[config.mk]
export PLATFORM = sky130hd
export DESIGN_NAME = mma_mac_unit
export DESIGN_NICKNAME = d
export VERILOG_FILES = /design/src/rtl/core/mma_pkg.sv /design/src/rtl/core/mma_mac_unit.sv
export SDC_FILE = /design/constraint.sdc
export NUM_CORES = 1
export LEC_CHECK = 0
export BUFFER_PORTS_ARGS = -buffer_cell sky130_fd_sc_hd__buf_4
export CORE_ASPECT_RATIO = 0.6
export CORE_MARGIN = 1
export CORE_UTILIZATION = 46
export DETAILED_ROUTE_END_ITERATION = 8
export GPL_ROUTABILITY_DRIVEN = 0
export GPL_TIMING_DRIVEN = 0
export SLEW_MARGIN = 20
export SYNTH_ARGS = -nofsm -noshare
export SYNTH_HDL_FRONTEND = slang
export SYNTH_SLANG_ARGS = --single-unit
export TNS_END_PERCENT = 20
[constraint.sdc]
create_clock -name clk -period 11.1 [get_ports clk]
set_input_delay 1.11 -clock clk [delete_from_list [all_inputs] [get_ports clk]]
set_output_delay 1.11 -clock clk [all_outputs]
set_load 0.02 [all_outputs]
[src/rtl/core/mma_pkg.sv]
`default_nettype none
// ----------------------------------------------------------------------------
// mma_pkg: shared types and constants
// Command codes, fixed field widths and the control group that walks the
// multiply-accumulate pipeline.
// ----------------------------------------------------------------------------
package mma_pkg;

  // fixed field widths
  localparam int IDX_W   = 3;   // row / column index
  localparam int SIZE_W  = 4;   // matrix_size register
  localparam int ELEM_W  = 16;  // Q1.15 element
  localparam int PROD_W  = 32;  // Q2.30 product
  localparam int ACC_W   = 48;  // Q18.30 accumulator

  // largest size the index fields can address
  localparam int SIZE_LIMIT = 8;

  // accumulator clamp limits
  localparam logic signed [ACC_W-1:0] ACC_MAX = {1'b0, {(ACC_W-1){1'b1}}};
  localparam logic signed [ACC_W-1:0] ACC_MIN = {1'b1, {(ACC_W-1){1'b0}}};

  // input beat commands
  typedef enum logic [1:0] {
    CMD_WRITE_A = 2'd0,
    CMD_WRITE_B = 2'd1,
    CMD_CLEAR_C = 2'd2,
    CMD_RUN     = 2'd3
  } cmd_t;

  // control that travels with one inner-product term
  typedef struct packed {
    logic vld;    // term present
    logic first;  // first term of a C element (k == 0)
    logic last;   // final term of a C element
  } mac_ctl_t;

endpackage
`default_nettype wire

[src/rtl/core/mma_mac_unit.sv]
`default_nettype none
// ----------------------------------------------------------------------------
// mma_mac_unit: shared multiply and saturating accumulate
// Stage 1 registers the Q2.30 product, stage 2 adds it into the Q18.30
// accumulator with clamping after every addition.
// ----------------------------------------------------------------------------
module mma_mac_unit
  import mma_pkg::*;
(
  input  wire logic                     clk,
  input  wire logic                     rst,
  input  wire mac_ctl_t                 ctl,
  input  wire logic signed [ELEM_W-1:0] a_op,
  input  wire logic signed [ELEM_W-1:0] b_op,
  input  wire logic signed [ACC_W-1:0]  c_base,
  output logic signed [ACC_W-1:0]       acc,
  output logic                          done
);

  mac_ctl_t                  ctl_p;
  logic signed [PROD_W-1:0]  prod;
  logic signed [ACC_W-1:0]   base;
  logic signed [ACC_W:0]     sum;
  logic signed [ACC_W-1:0]   acc_next;

  // product stage
  always_ff @(posedge clk) begin
    if (rst) begin
      ctl_p <= '0;
    end else begin
      ctl_p <= ctl;
    end
  end

  always_ff @(posedge clk) begin
    prod <= PROD_W'(a_op * b_op);
  end

  // saturating add; first term starts from the stored C element
  always_comb begin
    base = ctl_p.first ? c_base : acc;
    sum  = {base[ACC_W-1], base} + {{(ACC_W + 1 - PROD_W){prod[PROD_W-1]}}, prod};
    if (sum[ACC_W] != sum[ACC_W-1]) begin
      acc_next = sum[ACC_W] ? ACC_MIN : ACC_MAX;
    end else begin
      acc_next = sum[ACC_W-1:0];
    end
  end

  always_ff @(posedge clk) begin
    if (ctl_p.vld) begin
      acc <= acc_next;
    end
  end

  // element finished
  always_ff @(posedge clk) begin
    if (rst) begin
      done <= 1'b0;
    end else begin
      done <= ctl_p.vld && ctl_p.last;
    end
  end

endmodule
`default_nettype wire

== Word-level counts from Yosys, hierarchy flattened ==
Index checks and enable logic that the tools add are counted.

* Bits in registers: 84
* Bits of input ports: 85
* Output and inout port bits: 49
* Logic and storage cells: 13

* Add/subtract/negate cells: 1
* Multipliers: 1
* Equality and inequality tests: 1
* Mux-type cells: 3
* Reductions and logical operators: 1

{| class="wikitable"
|+ Operator list
! operator !! number
|-
| 2-to-1 mux 48 bit || 3
|-
| adder 48 x 32 -> 49 bit || 1
|-
| multiplier 16 x 16 -> 32 bit || 1
|-
| logical AND 1 bit || 1
|-
| != test 1 bit || 1
|}

== Logic depth before layout (Yosys ltp) ==
* Word-level depth: 4
* Gate-level depth with buffers: 23
* Mapped depth without buffers: 22

== Least setup slack after synthesis ==
OpenSTA, ideal clock, no wires.

* Path type: input port to flip-flop
* Start point: input a_op[15]
* End point: register prod[29]
* Arrival: 6.848 ns
* Setup slack: 4.180 ns
* Stages: 22
* Cells stage by stage: clkbuf_1 > nand2_1 > inv_1 > fa_1 > fa_1 > inv_1 > fa_1 > fa_1 > inv_1 > fa_1 > inv_1 > fa_1 > inv_1 > ha_1 > a21o_1 > a21oi_1 > inv_1 > a2111oi_0 > o211ai_1 > a31o_2 > a21oi_1 > xnor2_1

* Cells in the longest elaborated chain, start to end: 1

{| class="wikitable"
|+ Ends and longest elaborated chain
! what !! RTL line !! text
|-
| start: declaration || mma_mac_unit.sv:13 || <nowiki>input wire logic signed [ELEM_W-1:0] a_op,</nowiki>
|-
| multiplier 16 x 16 -> 32 bit || mma_mac_unit.sv:36 || <nowiki>prod <= PROD_W'(a_op * b_op);</nowiki>
|-
| end signal: assignment || mma_mac_unit.sv:36 ||
|-
| end: declaration || mma_mac_unit.sv:21 || <nowiki>logic signed [PROD_W-1:0] prod;</nowiki>
|}

No other way between the ends.
A chain may end at the register's enable or synchronous reset.

== Worst setup path after layout ==
Ends and elaborated chain as after synthesis.

==> out/qor.txt <==
status - completed
worst r2r dst - acc[4]
CTS sink cnt - 84
total CTS buffers - 9
crit path capture type - flop
Tmin final - 7.51 ns
area share of the largest cell type after synthesis - 0.335
Slew @ Worst Pin - 0.956 ns
height of the die - 145 microns
ys async rst share - 0
setup TNS - 0 ns
# DRC - 0
IO Port Bufs - 133
most frequent cell after synthesis - inv_1
initial antenna violation count - 1
R2R Path Start - ctl_p[1]
Max Fclk - 133 MHz
P&R area growth vs syn - 12.0%
post_cts resized - 0
drt pass-1 iters - 6
number of synthesized flops with an enable pin - 48
crit path launch type - primary input
DR vias - 12318
vias per std cell - 5.32
Final setup violation count - 0
Worst-path clk slew - 0.06 ns
largest net degree at the start of global routing - 50
slew margin rel. - 0.358
Post-Syn Instances - 1706
final WL - 41300 microns
layout cell share with drive strength beyond 1 - 0.118
# IOs - 134
WP data arrival - 7.80 ns
wire length per cell - 17.8 microns
Final Max Slew Viols - 0
Die W - 241 microns
Post-Syn Area - 0.0157 sq mm
first-pass GRT wire length - 68600 microns
Initial DRC Count - 828
Most used DFF post-synth - edfxtp_1
Distinct cells, synth - 67
Worst EP required - 11.39 ns
Seq/Total Area, Yosys - 0.137
Syn Area/Cell - 9.22 sq um
Yosys warnings - 0
Clock Skews - 0.00960 ns
row cnt - 52
Detailed Place HPWL - 35600 microns
period utilisation layout - 0.676
Starting Density - 0.467
CP max stage delay - 0.75 ns
R2R setup slack - 4.87 ns
Die Area - 0.0350 sq mm
unrepaired setup endpoints after global routing - false
Worst Hold End - done
Post-Syn Nets - 2184
CTS max path bufs - 2
nets - 2328
# hold bufs at CTS - 0
Setup CP Type - primary input to flop
CTS tree - yes
most instantiated cells after synthesis - inv_1, fa_1, nand2_1
max_cap viols - 0
core area - 0.0337 sq mm
Slowest cell on crit path - fa_1
worst path cell trace - buf_4 > clkbuf_1 > nand2_1 > inv_1 > fa_1 > fa_1 > inv_1 > fa_1 > fa_1 > inv_1 > fa_1 > inv_1 > fa_1 > inv_1 > ha_1 > a21o_1 > a21oi_1 > inv_1 > a2111oi_0 > o211ai_1 > a31o_2 > a21oi_1 > xnor2_1
area leader, netlist - fa_1
total setup buffers inserted after CTS - 0
CTS H-tree depth - 3
Routed Antenna Nets - 0
HP Class - flop to flop
CP bufs+invs - 8
R2R cell count - 15
Final Hold Viols - 0
All-Layer GR Usage - 0.256
flops & latches, synth - 84
vias in the first global route - 12865
Root Buffer - clkbuf_16
crit path max fanout - 10
Area contributors post-synth - fa_1, ha_1, edfxtp_1
HP Start - ctl_p[0]
largest delay contributor family on the critical path - adder cells
Worst-Skew Late Latency - 0.37 ns
grt ovf - 0
Hold Path Cell Cnt - 2
cell type report:
type | count | area [sq um]
Clock buffer | 11 | 264
Tap cell | 459 | 574
Fill cell | 3273 | 16100
Multi-Input combinational cell | 1243 | 12100
Clock inverter | 5 | 38.8
Buffer | 67 | 258
Antenna cell | 1 | 2.50
Inverter | 312 | 1170
Sequential cell | 84 | 2170
Timing Repair Buffer | 133 | 998
state kept, by name (all words and copies together), names as in the netlist:
signal,cells
acc,48
ctl_p,3
done,1
prod,32
worst max-delay path by stage:
stage / slack [ns] / startpoint / endpoint / cells past startpoint
global route: 3.15 / a_op[15] / prod[29] / 23
CTS: 3.55 / a_op[15] / prod[29] / 23
global placement: 3.24 / a_op[15] / prod[29] / 23
detailed placement: 3.19 / a_op[15] / prod[29] / 23
floorplan: 4.18 / a_op[15] / prod[29] / 22
finish: 3.59 / a_op[15] / prod[29] / 23
placed cells by master (no fill, tap or decap), drive strengths merged, types with 3 or more instances in the layout:
| cell type | n |
|---|---|
| nand4 | 13 |
| o41ai | 3 |
| nor2b | 10 |
| a21oi | 106 |
| or3 | 4 |
| fa | 263 |
| clkbuf | 71 |
| nand3 | 16 |
| o31ai | 5 |
| a21o | 39 |
| inv | 315 |
| o21bai | 16 |
| or2 | 4 |
| o21ai | 52 |
| and3 | 6 |
| mux2 | 47 |
| a41oi | 5 |
| buf | 140 |
| and2 | 131 |
| edfxtp | 48 |
| nand2 | 164 |
| nand2b | 10 |
| xor2 | 21 |
| xnor2 | 56 |
| dfxtp | 36 |
| o21a | 10 |
| maj3 | 6 |
| ha | 130 |
| o211ai | 7 |
| nor2 | 58 |
| nor3 | 7 |
| or4 | 4 |
| a211oi | 13 |
| a31oi | 13 |
tightest hold or removal path: stages, from the launching register on:
cell,delay (ns)
dfxtp_1,0.30
nand2_1,0.05
nor2_1,0.03
metal layers:
layer | up-vias | part of all wire | GRT usage
li1 | 5749 | - | -
met2 | 353 | 0.41 | 0.368
met1 | 6186 | 0.50 | 0.396
met3 | 30 | 0.083 | 0.0616
met5 | - | 0 | 0
met4 | 0 | 0.011 | 0.0339
cell families (layout without fill, tap and decap cells):
logic type / count (synthesis) / after routing / synth area share
AOI/OAI and AO/OA: 288 / 288 / 0.117
xor gates and xnor gates: 77 / 77 / 0.0429
buffers and inverters: 379 / 528 / 0.0908
muxes: 48 / 48 / 0.0343
other: 0 / 1 / 0
and+or+nand+nor: 431 / 431 / 0.136
adders and majority gates: 399 / 399 / 0.442
DFF: 84 / 84 / 0.137
per-stage QoR:
stage | instance area (sq um) | std cells | setup WS (ns) | utilization | hold WS [ns]
4_1_cts | 17600 | 2314 | 3.55 | 0.523 | 0.418
3_3_place_gp | 17300 | 2298 | 3.24 | 0.513 | 0.398
2_1_floorplan | 15700 | 1706 | 4.18 | - | 0.395
6_report | 17600 | 2315 | 3.59 | 0.523 | 0.414
3_5_place_dp | 17300 | 2298 | 3.19 | 0.514 | 0.409
5_1_grt | 17600 | 2314 | 3.15 | 0.523 | 0.440
Power is not shown: default switching activity piles up to over one toggle a cycle in this logic, so the estimate is an artifact.
