## src/rtl/core/mma_pkg.sv

```systemverilog
`default_nettype none
// ----------------------------------------------------------------------------
// mma_pkg: shared types and constants
// Command codes, fixed field widths and the control group that walks the
// multiply-accumulate pipeline.
// ----------------------------------------------------------------------------
package mma_pkg;

  // fixed field widths
  localparam int IDX_W   = 3;   // row / column index
  localparam int SIZE_W  = 4;   // matrix_size register
  localparam int ELEM_W  = 16;  // Q1.15 element
  localparam int PROD_W  = 32;  // Q2.30 product
  localparam int ACC_W   = 48;  // Q18.30 accumulator

  // largest size the index fields can address
  localparam int SIZE_LIMIT = 8;

  // accumulator clamp limits
  localparam logic signed [ACC_W-1:0] ACC_MAX = {1'b0, {(ACC_W-1){1'b1}}};
  localparam logic signed [ACC_W-1:0] ACC_MIN = {1'b1, {(ACC_W-1){1'b0}}};

  // input beat commands
  typedef enum logic [1:0] {
    CMD_WRITE_A = 2'd0,
    CMD_WRITE_B = 2'd1,
    CMD_CLEAR_C = 2'd2,
    CMD_RUN     = 2'd3
  } cmd_t;

  // control that travels with one inner-product term
  typedef struct packed {
    logic vld;    // term present
    logic first;  // first term of a C element (k == 0)
    logic last;   // final term of a C element
  } mac_ctl_t;

endpackage
`default_nettype wire

```

## src/rtl/core/mma_ab_mem.sv

```systemverilog
`default_nettype none
// ----------------------------------------------------------------------------
// mma_ab_mem: operand element store
// One write port, one read port with registered read data.
// ----------------------------------------------------------------------------
module mma_ab_mem
  import mma_pkg::*;
#(
  parameter int DEPTH = 64,
  parameter int AW    = 6
) (
  input  wire logic                     clk,
  input  wire logic                     wr_en,
  input  wire logic [AW-1:0]            wr_addr,
  input  wire logic signed [ELEM_W-1:0] wr_data,
  input  wire logic [AW-1:0]            rd_addr,
  output logic signed [ELEM_W-1:0]      rd_data
);

  logic signed [ELEM_W-1:0] mem [DEPTH];

  // write port
  always_ff @(posedge clk) begin
    if (wr_en) begin
      mem[wr_addr] <= wr_data;
    end
  end

  // registered read port
  always_ff @(posedge clk) begin
    rd_data <= mem[rd_addr];
  end

endmodule
`default_nettype wire

```

## config.mk

```make
export PLATFORM = sky130hd
export DESIGN_NAME = mma_ab_mem
export DESIGN_NICKNAME = d
export VERILOG_FILES = /design/src/rtl/core/mma_pkg.sv /design/src/rtl/core/mma_ab_mem.sv
export SDC_FILE = /design/constraint.sdc
export NUM_CORES = 1
export LEC_CHECK = 0
export ABC_CLOCK_PERIOD_IN_PS = 2050
export BUFFER_PORTS_ARGS = -buffer_cell sky130_fd_sc_hd__buf_4
export CORE_UTILIZATION = 40
export DETAILED_ROUTE_END_ITERATION = 6
export MAX_ROUTING_LAYER = met4
export SYNTH_ARGS = -nofsm -noshare
export SYNTH_HDL_FRONTEND = slang
export SYNTH_SLANG_ARGS = --single-unit
```

## constraint.sdc

```tcl
create_clock -name clk -period 2.05 [get_ports clk]
set_input_delay 0.205 -clock clk [delete_from_list [all_inputs] [get_ports clk]]
set_output_delay 0.205 -clock clk [all_outputs]
set_load 0.02 [all_outputs]
```

=== Word level (Yosys, flattened, before mapping) ===
Memories as Yosys holds them, arrays and structs flattened. A register that Yosys moved wholly into a read port is not among the register bits.
Cells that the tools add are included.
Widths: inputs -> output; s select.

* Add/sub/neg operators: 0
* Multiply operators: 0
* Div/mod/pow operators: 0
* Magnitude comparators: 0
* Equal/unequal tests: 0
* Shift operators: 0
* Mux-type cells: 2
* Bitwise logic cells: 0
* Reductions and logical operators: 0

{| class="wikitable"
|+ Operator list
! cell !! number
|-
| $mux 1 || 2
|}

* Register bits: 0
* Latch bits: 0
* Memory bits (writable): 1024
* ROM bits: 0
* Bits of input ports: 30
* Output and inout port bits: 16
* Memories: 1

{| class="wikitable"
|+ Memories
! name !! depth !! bits a word !! read ports !! clocked after memory_dff !! write ports !! RTL line !! RTL
|-
| mem || 64 || 16 || 1 || 1 || 1 || mma_ab_mem.sv:20 || <nowiki>logic signed [ELEM_W-1:0] mem [DEPTH];</nowiki>
|}

=== Logic depth before layout (Yosys ltp) ===
Gate-level depths: netlist of run 1.

* Depth after elaboration: 2
* Depth in mapped cells: 10

=== Worst setup path before layout of run 1 ===
No wires, ideal clock.

* Kind: input to register
* Start: in wr_addr[3]
* End: mem mem[48][0] (enable)
* Library setup time: 409 ps
* Arrival time: 1831 ps
* Data required time: 1641 ps
* Setup slack: -190 ps
* Cell stages on the path: 4
* Buffers on the path: 1
* Path through: clkbuf_1 > nor2b_1 > nand4b_1 > nor3_1

{| class="wikitable"
|+ RTL lines
! what !! RTL line !! RTL
|-
| start, declared || mma_ab_mem.sv:14 || <nowiki>input wire logic [AW-1:0] wr_addr,</nowiki>
|-
| end, declared || mma_ab_mem.sv:20 ||
|}

Straight into the memory's write port.

==> impl_results.md, run 1 <==
* Status: finished, final reports clean
* Flop-to-flop setup slack at 0.11 ns
* Top_reg_cell synth: edfxtp_1
* Cell family with most CP delay: compound AO/OA/AOI/OAI gates
* Die X at 318 µm
* Seq/Total Area, Yosys at 77.6%
* Tmin final at 1.94 ns
* Num Clock Sinks at 1040
* Gate power share at 5.6%
* Placement row count at 115
* Hold Crit Class: in -> reg
* Final period utilization at 94.9%
* Total number of vias at 19300
* Reg area at 31100 µm²
* RSZ-0062 raised after global routing: false
* Total Routing Usage GR at 19.2%
* Final setup viols at 0
* Post-synth EDFFs at 1024
* Clock skew at 0.0239 ns
* Critical-path cell list: mux4_2, nor2b_1, a211o_1, a31oi_1, buf_4, a311oi_1
* Top-area cell type share of the netlist area at 76.8%
* Pwr Total at 44.0 mW
* CTS max path bufs at 3
* CP Max Fanout at 1
* Final Hold Viols at 0
* Number of max-cap violations at 0
* Seq pwr share at 53.7%
* Remaining global-route overflow at 0
* Starting density of the core at 40.6%
* Setup Crit Path Kind: reg -> reg
* Adder-cell area share of the yosys netlist at 0%
* WL/cell at 26.9 µm
* Drt first-iter violations at 1913
* Maximum vdd drop at 0.694 mV
* Cts bufs inserted at 102
* Syn Area/Cell at 21.9 µm²
* Reg2reg path depth at 6
* Synth area leader: edfxtp_1
* DRC viols at 0
* FMAX at 514 MHz
* Final wirelength at 93900 µm
* Largest net degree at the start of global routing at 65
* Internal at 34.8 mW
* First-pass GRT wire length at 137000 µm
* Async S/R FF share, synth at 0%
* Commonest non-fill, non-tap cells in the layout: edfxtp_1, buf_4, mux4_2, clkbuf_16, mux2i_1
* Compound-Gate Fraction of Synth Area at 2.41%
* TritonRoute pass-1 iters at 5
* Vias/cell at 5.53
* RR Startpoint: mem[11][0]$_DFFE_PP_
* Largest family of logic cells by synthesized area: multiplexers
* Post-DP HPWL at 58000 µm
* Die Height at 318 µm
* Yosys cell types at 43
* H-tree Lvls at 3
* Yosys reg bits at 1040
* CP startpoint: mem[11][0]$_DFFE_PP_
* Clock latency on the worst-skew pair at 0.67 ns
* I/O pin cnt at 46
* Synthesis Warnings at 0
* Port-buffer cells at 45
* Pleak at 15.1 nW
* Dominant cells by area after synthesis: edfxtp_1, mux4_2, mux2i_1
* Multi-input logic area at 8260 µm²
* CTS tree: done
* Max incr delay on CP at 0.46 ns
* Pwr dens at 937 nW/µm²
* Synth Area in Simple Gates at 2.65%
* Hold-fix buffers, CTS at 0
* Crit start category: flip-flop
* WP depth at 6
* Initial antenna violation count at 10
* Layout cells sized above 1 at 30.8%
* Layout Nets at 2141
* Vias in the first global route at 19700
* Slew headroom at 26.1%
* Reg clk slew, reported paths at 0.06 ns
* Syn nets at 1859
* GPL Wtd Cong at 0.840
* Switching Fraction at 20.9%
* Arr. time, crit path at 2.47 ns
* Crit path capture: rd_data[0]$_DFF_P_
* Most common cell after layout, fill and taps aside: edfxtp_1
* Final antenna-violating net count at 0
* Post-synthesis cell area at 40000 µm²
* Filler cell count at 8069
* Mux cell area share after synthesis at 15.5%
* Req. time, crit path at 2.58 ns
* Slowest cell on crit path: mux4_2
* CP Capture Type: flip-flop
* Hold path startpoint: wr_data[12]
* Synthesized instance count at 1829
* Core area at 98700 µm²
* Actual slew at the worst max-slew pin at 1.10 ns
* R2R Path End: rd_data[0]$_DFF_P_
* Xor-xnor portion of the synthesized cell area at 0%
* Die area at 101000 µm²
* Area Growth Syn to Fin at 17.2%
* Root buffer cell: clkbuf_16
* Hold_ws at 0.0897 ns
* Max Slew Vio Count at 0
* Switching power at 9.20 mW
* Clock network fraction of total power at 40.6%
* Buffer and inverter count on the worst path at 1
## cell usage after synthesis, types with 6 or more instances
cell / instances
mux2_2: 27
a221o_1: 6
a311oi_1: 8
a21oi_1: 17
buf_4: 13
edfxtp_1: 1024
nand2_1: 59
nand4_1: 12
a221oi_1: 16
nor2_1: 72
a211oi_1: 8
a211o_1: 8
nand3_1: 24
a22o_1: 6
mux2i_1: 85
buf_2: 36
a31oi_1: 8
mux4_2: 220
clkbuf_1: 24
a22oi_1: 39
nor2b_1: 30
buf_6: 17
dfxtp_1: 16
## repair_timing
action	CTS	global route
resized for setup	0	1
setup endpoints to repair	0	1
buffers inserted	0	0
## final cells by class
type / instances / area share [%]
Antenna cell: 6 / 0.0320
Clock buffer: 141 / 6.02
Clock inverter: 46 / 0.760
Multi-Input combinational cell: 685 / 17.6
Sequential cell: 1040 / 66.2
Tap cell: 1287 / 3.43
Timing Repair Buffer: 282 / 5.99
## sequential cells by signal (all words and copies together) (netlist names)
signal,flops
mem,1024
rd_data,16
## power by group through the flow
| stage | clock network [mW] | logic (mW) | registers (mW) |
|---|---|---|---|
| 2_1_floorplan | 0 | 1.22 | 24.1 |
| 3_3_place_gp | 0 | 2.48 | 24.1 |
| 3_5_place_dp | 0 | 2.51 | 24.1 |
| 4_1_cts | 18.2 | 2.52 | 23.6 |
| 5_1_grt | 18.9 | 2.63 | 23.6 |
| 6_report | 17.9 | 2.47 | 23.6 |
## cell families after synthesis
| family | after synthesis |
|---|---|
| compound gates | 129 |
| buf+inv | 104 |
| flops | 1040 |
| mux | 336 |
| simple gates | 220 |
## routing by layer
| layer | wire, µm | vias to the layer above | share of wire (%) | track usage [%] |
|---|---|---|---|---|
| met2 | 46100 | 626 | 49 | 30.5 |
| met5 | 0 | - | 0 | - |
| li1 | - | 8273 | - | - |
| met4 | 1970 | 0 | 2.1 | 4.99 |
| met1 | 39900 | 10300 | 42 | 26.1 |
| met3 | 5910 | 127 | 6.3 | 2.91 |
## worst min path at each step
stage	cells after the start	end	slack [ns]
global route	1	mem[24][14]$_DFFE_PP_	0.11
floorplan	0	mem[0][0]$_DFFE_PP_	0.30
detailed placement	1	rd_data[15]	0.64
global placement	1	rd_data[15]	0.64
finish	1	mem[26][12]$_DFFE_PP_	0.09
CTS	1	mem[24][14]$_DFFE_PP_	0.1
## stage by stage
step | cell area (µm²) | setup TNS [ns] | setup slack (ns) | std cells | util [%]
final | 46900 | 0 | 0.105 | 3487 | 47.6
after global routing | 46900 | 0 | 0.0382 | 3487 | 47.6
after CTS | 46900 | 0 | 0.108 | 3481 | 47.5
after detailed placement | 43700 | -3.01 | -0.249 | 3294 | 44.3
after global placement | 43700 | -2.84 | -0.261 | 3294 | 44.3
after floorplan | 40100 | -13.99 | -0.113 | 1829 | -
Power figures use the tool's default switching activity.
==> inputs of run 2 (changes only) <==
CTS_CLUSTER_DIAMETER = 60   (was unset)
GPL_TIMING_DRIVEN = 0   (was unset)
PLACE_DENSITY_LB_ADDON = 0.1   (was unset)
==> run 2 against run 1 <==
- the flow now finishes with violations (setup timing)
- wire length rose by 16%
- global-route usage up 3.1 points
- combinational power grew 5%
- cell area up 0.45%
- cell count fell by 1.3%
- setup slack worse by 0.17 ns
- count of clock-buffer cells in the layout rose by 6
- critical path type is now in -> reg
- largest power group unchanged
==> impl_results.md, run 2 (same netlist as run 1, synthesis figures left out) <==
* Status: finished with violations
* Failing checks: setup timing
* Maximum vdd drop at 0.695 mV
* TritonRoute pass-1 iters at 5
* RSZ-0062 raised after global routing: true
* GPL Wtd Cong at 0.838
* Switching power at 9.92 mW
* Pleak at 14.9 nW
* Pwr dens at 975 nW/µm²
* Placed Area at 43200 µm²
* Filler cell count at 8169
* Drt first-iter violations at 1909
* Port-buffer cells at 38
* Starting density of the core at 40.6%
* Remaining global-route overflow at 0
* Switching Fraction at 21.6%
* Final Hold Viols at 0
* Post-DP HPWL at 71200 µm
* Slowest cell on crit path: buf_2
* Post-route cell area at 47200 µm²
* Placement row count at 115
* Total number of vias at 19500
* Actual slew at the worst max-slew pin at 0.910 ns
* CTS tree: done
* Num Clock Sinks at 1040
* Final period utilization at 103%
* Cts bufs inserted at 112
* Layout cells sized above 1 at 32.5%
* Die area at 101000 µm²
* Final wirelength at 109000 µm
* Crit start category: input port
* Total Routing Usage GR at 22.3%
* Clock skew at 0.0173 ns
* Die X at 318 µm
* Req. time, crit path at 2.62 ns
* Clock latency on the worst-skew pair at 0.68 ns
* Vias in the first global route at 20000
* Critical-path cell list: buf_4, buf_2, buf_4, buf_2, mux4_2, nand2_1, nand4_1, and4_1
* WL/cell at 31.5 µm
* Top Registers: mem x1024, rd_data x16
* Largest net degree at the start of global routing at 65
* CTS max path bufs at 3
* Setup WS post-layout at -0.0605 ns
* Vias/cell at 5.67
* Root buffer cell: clkbuf_16
* Multi-input logic area at 8690 µm²
* DRC viols at 0
* Number of max-cap violations at 0
* H-tree Lvls at 3
* Max incr delay on CP at 0.41 ns
* Clock network fraction of total power at 43.0%
* First-pass GRT wire length at 154000 µm
* Die Height at 318 µm
* Internal at 36.0 mW
* CP Max Fanout at 10
* Reg area at 31100 µm²
* Gate power share at 5.6%
* Setup Crit Path Kind: in -> reg
* Hold Crit Class: in -> reg
* Layout Nets at 2079
* Final setup viols at 4
* Seq pwr share at 51.3%
* Final Core Density at 47.8%
* Final antenna-violating net count at 0
* I/O pin cnt at 46
* Max reg flops at 1024
* Most common cell after layout, fill and taps aside: edfxtp_1
* Arr. time, crit path at 2.68 ns
* Slew headroom at 39.2%
* Reg clk slew, reported paths at 0.06 ns
* Initial antenna violation count at 7
* Area Growth Syn to Fin at 17.8%
* Commonest non-fill, non-tap cells in the layout: edfxtp_1, mux4_2, clkbuf_16, mux2i_1, buf_4
* FMAX at 474 MHz
* Core area at 98700 µm²
* Most flop-heavy register: mem
* Max Slew Vio Count at 0
* Tmin final at 2.11 ns
* CP Capture Type: flip-flop
## run 2: cell types whose count changed in the layout (fill, tap and decap cells not counted), sizes merged
cell / previous run / this run
bufinv: 5 / 8
inv: 2 / 7
diode: 6 / 7
buf: 282 / 181
clkinvlp: 3 / 1
clkbuf: 141 / 176
clkinv: 36 / 48
## run 2: routing by layer
layer	up-vias	GRT usage, %	wire length (µm)
met2	647	35.5	52900
met1	10500	30.5	47400
met3	156	3.14	5540
met4	0	5.43	2730
met5	-	-	0
li1	8164	-	-
## run 2: worst max-delay path, delay by kind of cell
family | cells | cell delay [ns]
AND/OR/NAND/NOR | 3 | 0.81
buffers and inverters | 4 | 1.25
multiplexers | 1 | 0.38
## run 2: worst paths after layout
path,from,endpoint,slack (ns),cells past startpoint
setup reg to reg,mem[20][10]$_DFFE_PP_,rd_data[10]$_DFF_P_,-0.02,5
hold reg to reg,mem[40][9]$_DFFE_PP_,rd_data[9]$_DFF_P_,0.90,4
setup / recovery,rd_addr[1],rd_data[12]$_DFF_P_,-0.06,8
hold / removal,wr_data[10],mem[21][10]$_DFFE_PP_,0.11,1
## run 2: power by group through the flow
stage	Combinational, mW	Clock (mW)	Sequential, mW
5_1_grt	2.73	21.0	23.6
2_1_floorplan	1.22	0	24.1
3_5_place_dp	2.55	0	24.0
4_1_cts	2.62	20.2	23.6
3_3_place_gp	2.48	0	24.0
6_report	2.60	19.8	23.6
## run 2: what timing repair did
item | in CTS | in global routing
hold buffers | 0 | 0
buffers inserted | 4 | 0
endpoints found under the setup margin | 215 | 27
gates resized for setup | 48 | 15
pin swaps | 6 | 1
## run 2: layout make-up
class	count	share of cell area, %
antenna	7	0.0371
buffer	104	1.60
clock buffer	147	6.55
clock inverter	64	1.13
multi-input combinational	685	18.4
sequential	1040	65.9
tap	1287	3.41
timing repair buffer	106	2.95
## run 2: per-stage QoR
stage           TNS, ns  cells  worst slack, ns  hold WS, ns  total power, mW
2_1_floorplan    -13.99   1829           -0.113        0.304             25.3
3_3_place_gp   -1125.81   3154            -1.57        0.617             26.5
3_5_place_dp    -476.04   3218            -1.15        0.617             26.6
4_1_cts          -0.107   3433          -0.0664       0.0797             46.4
5_1_grt          -0.155   3436          -0.0522       0.0967             47.3
6_report         -0.108   3440          -0.0605        0.110             46.0
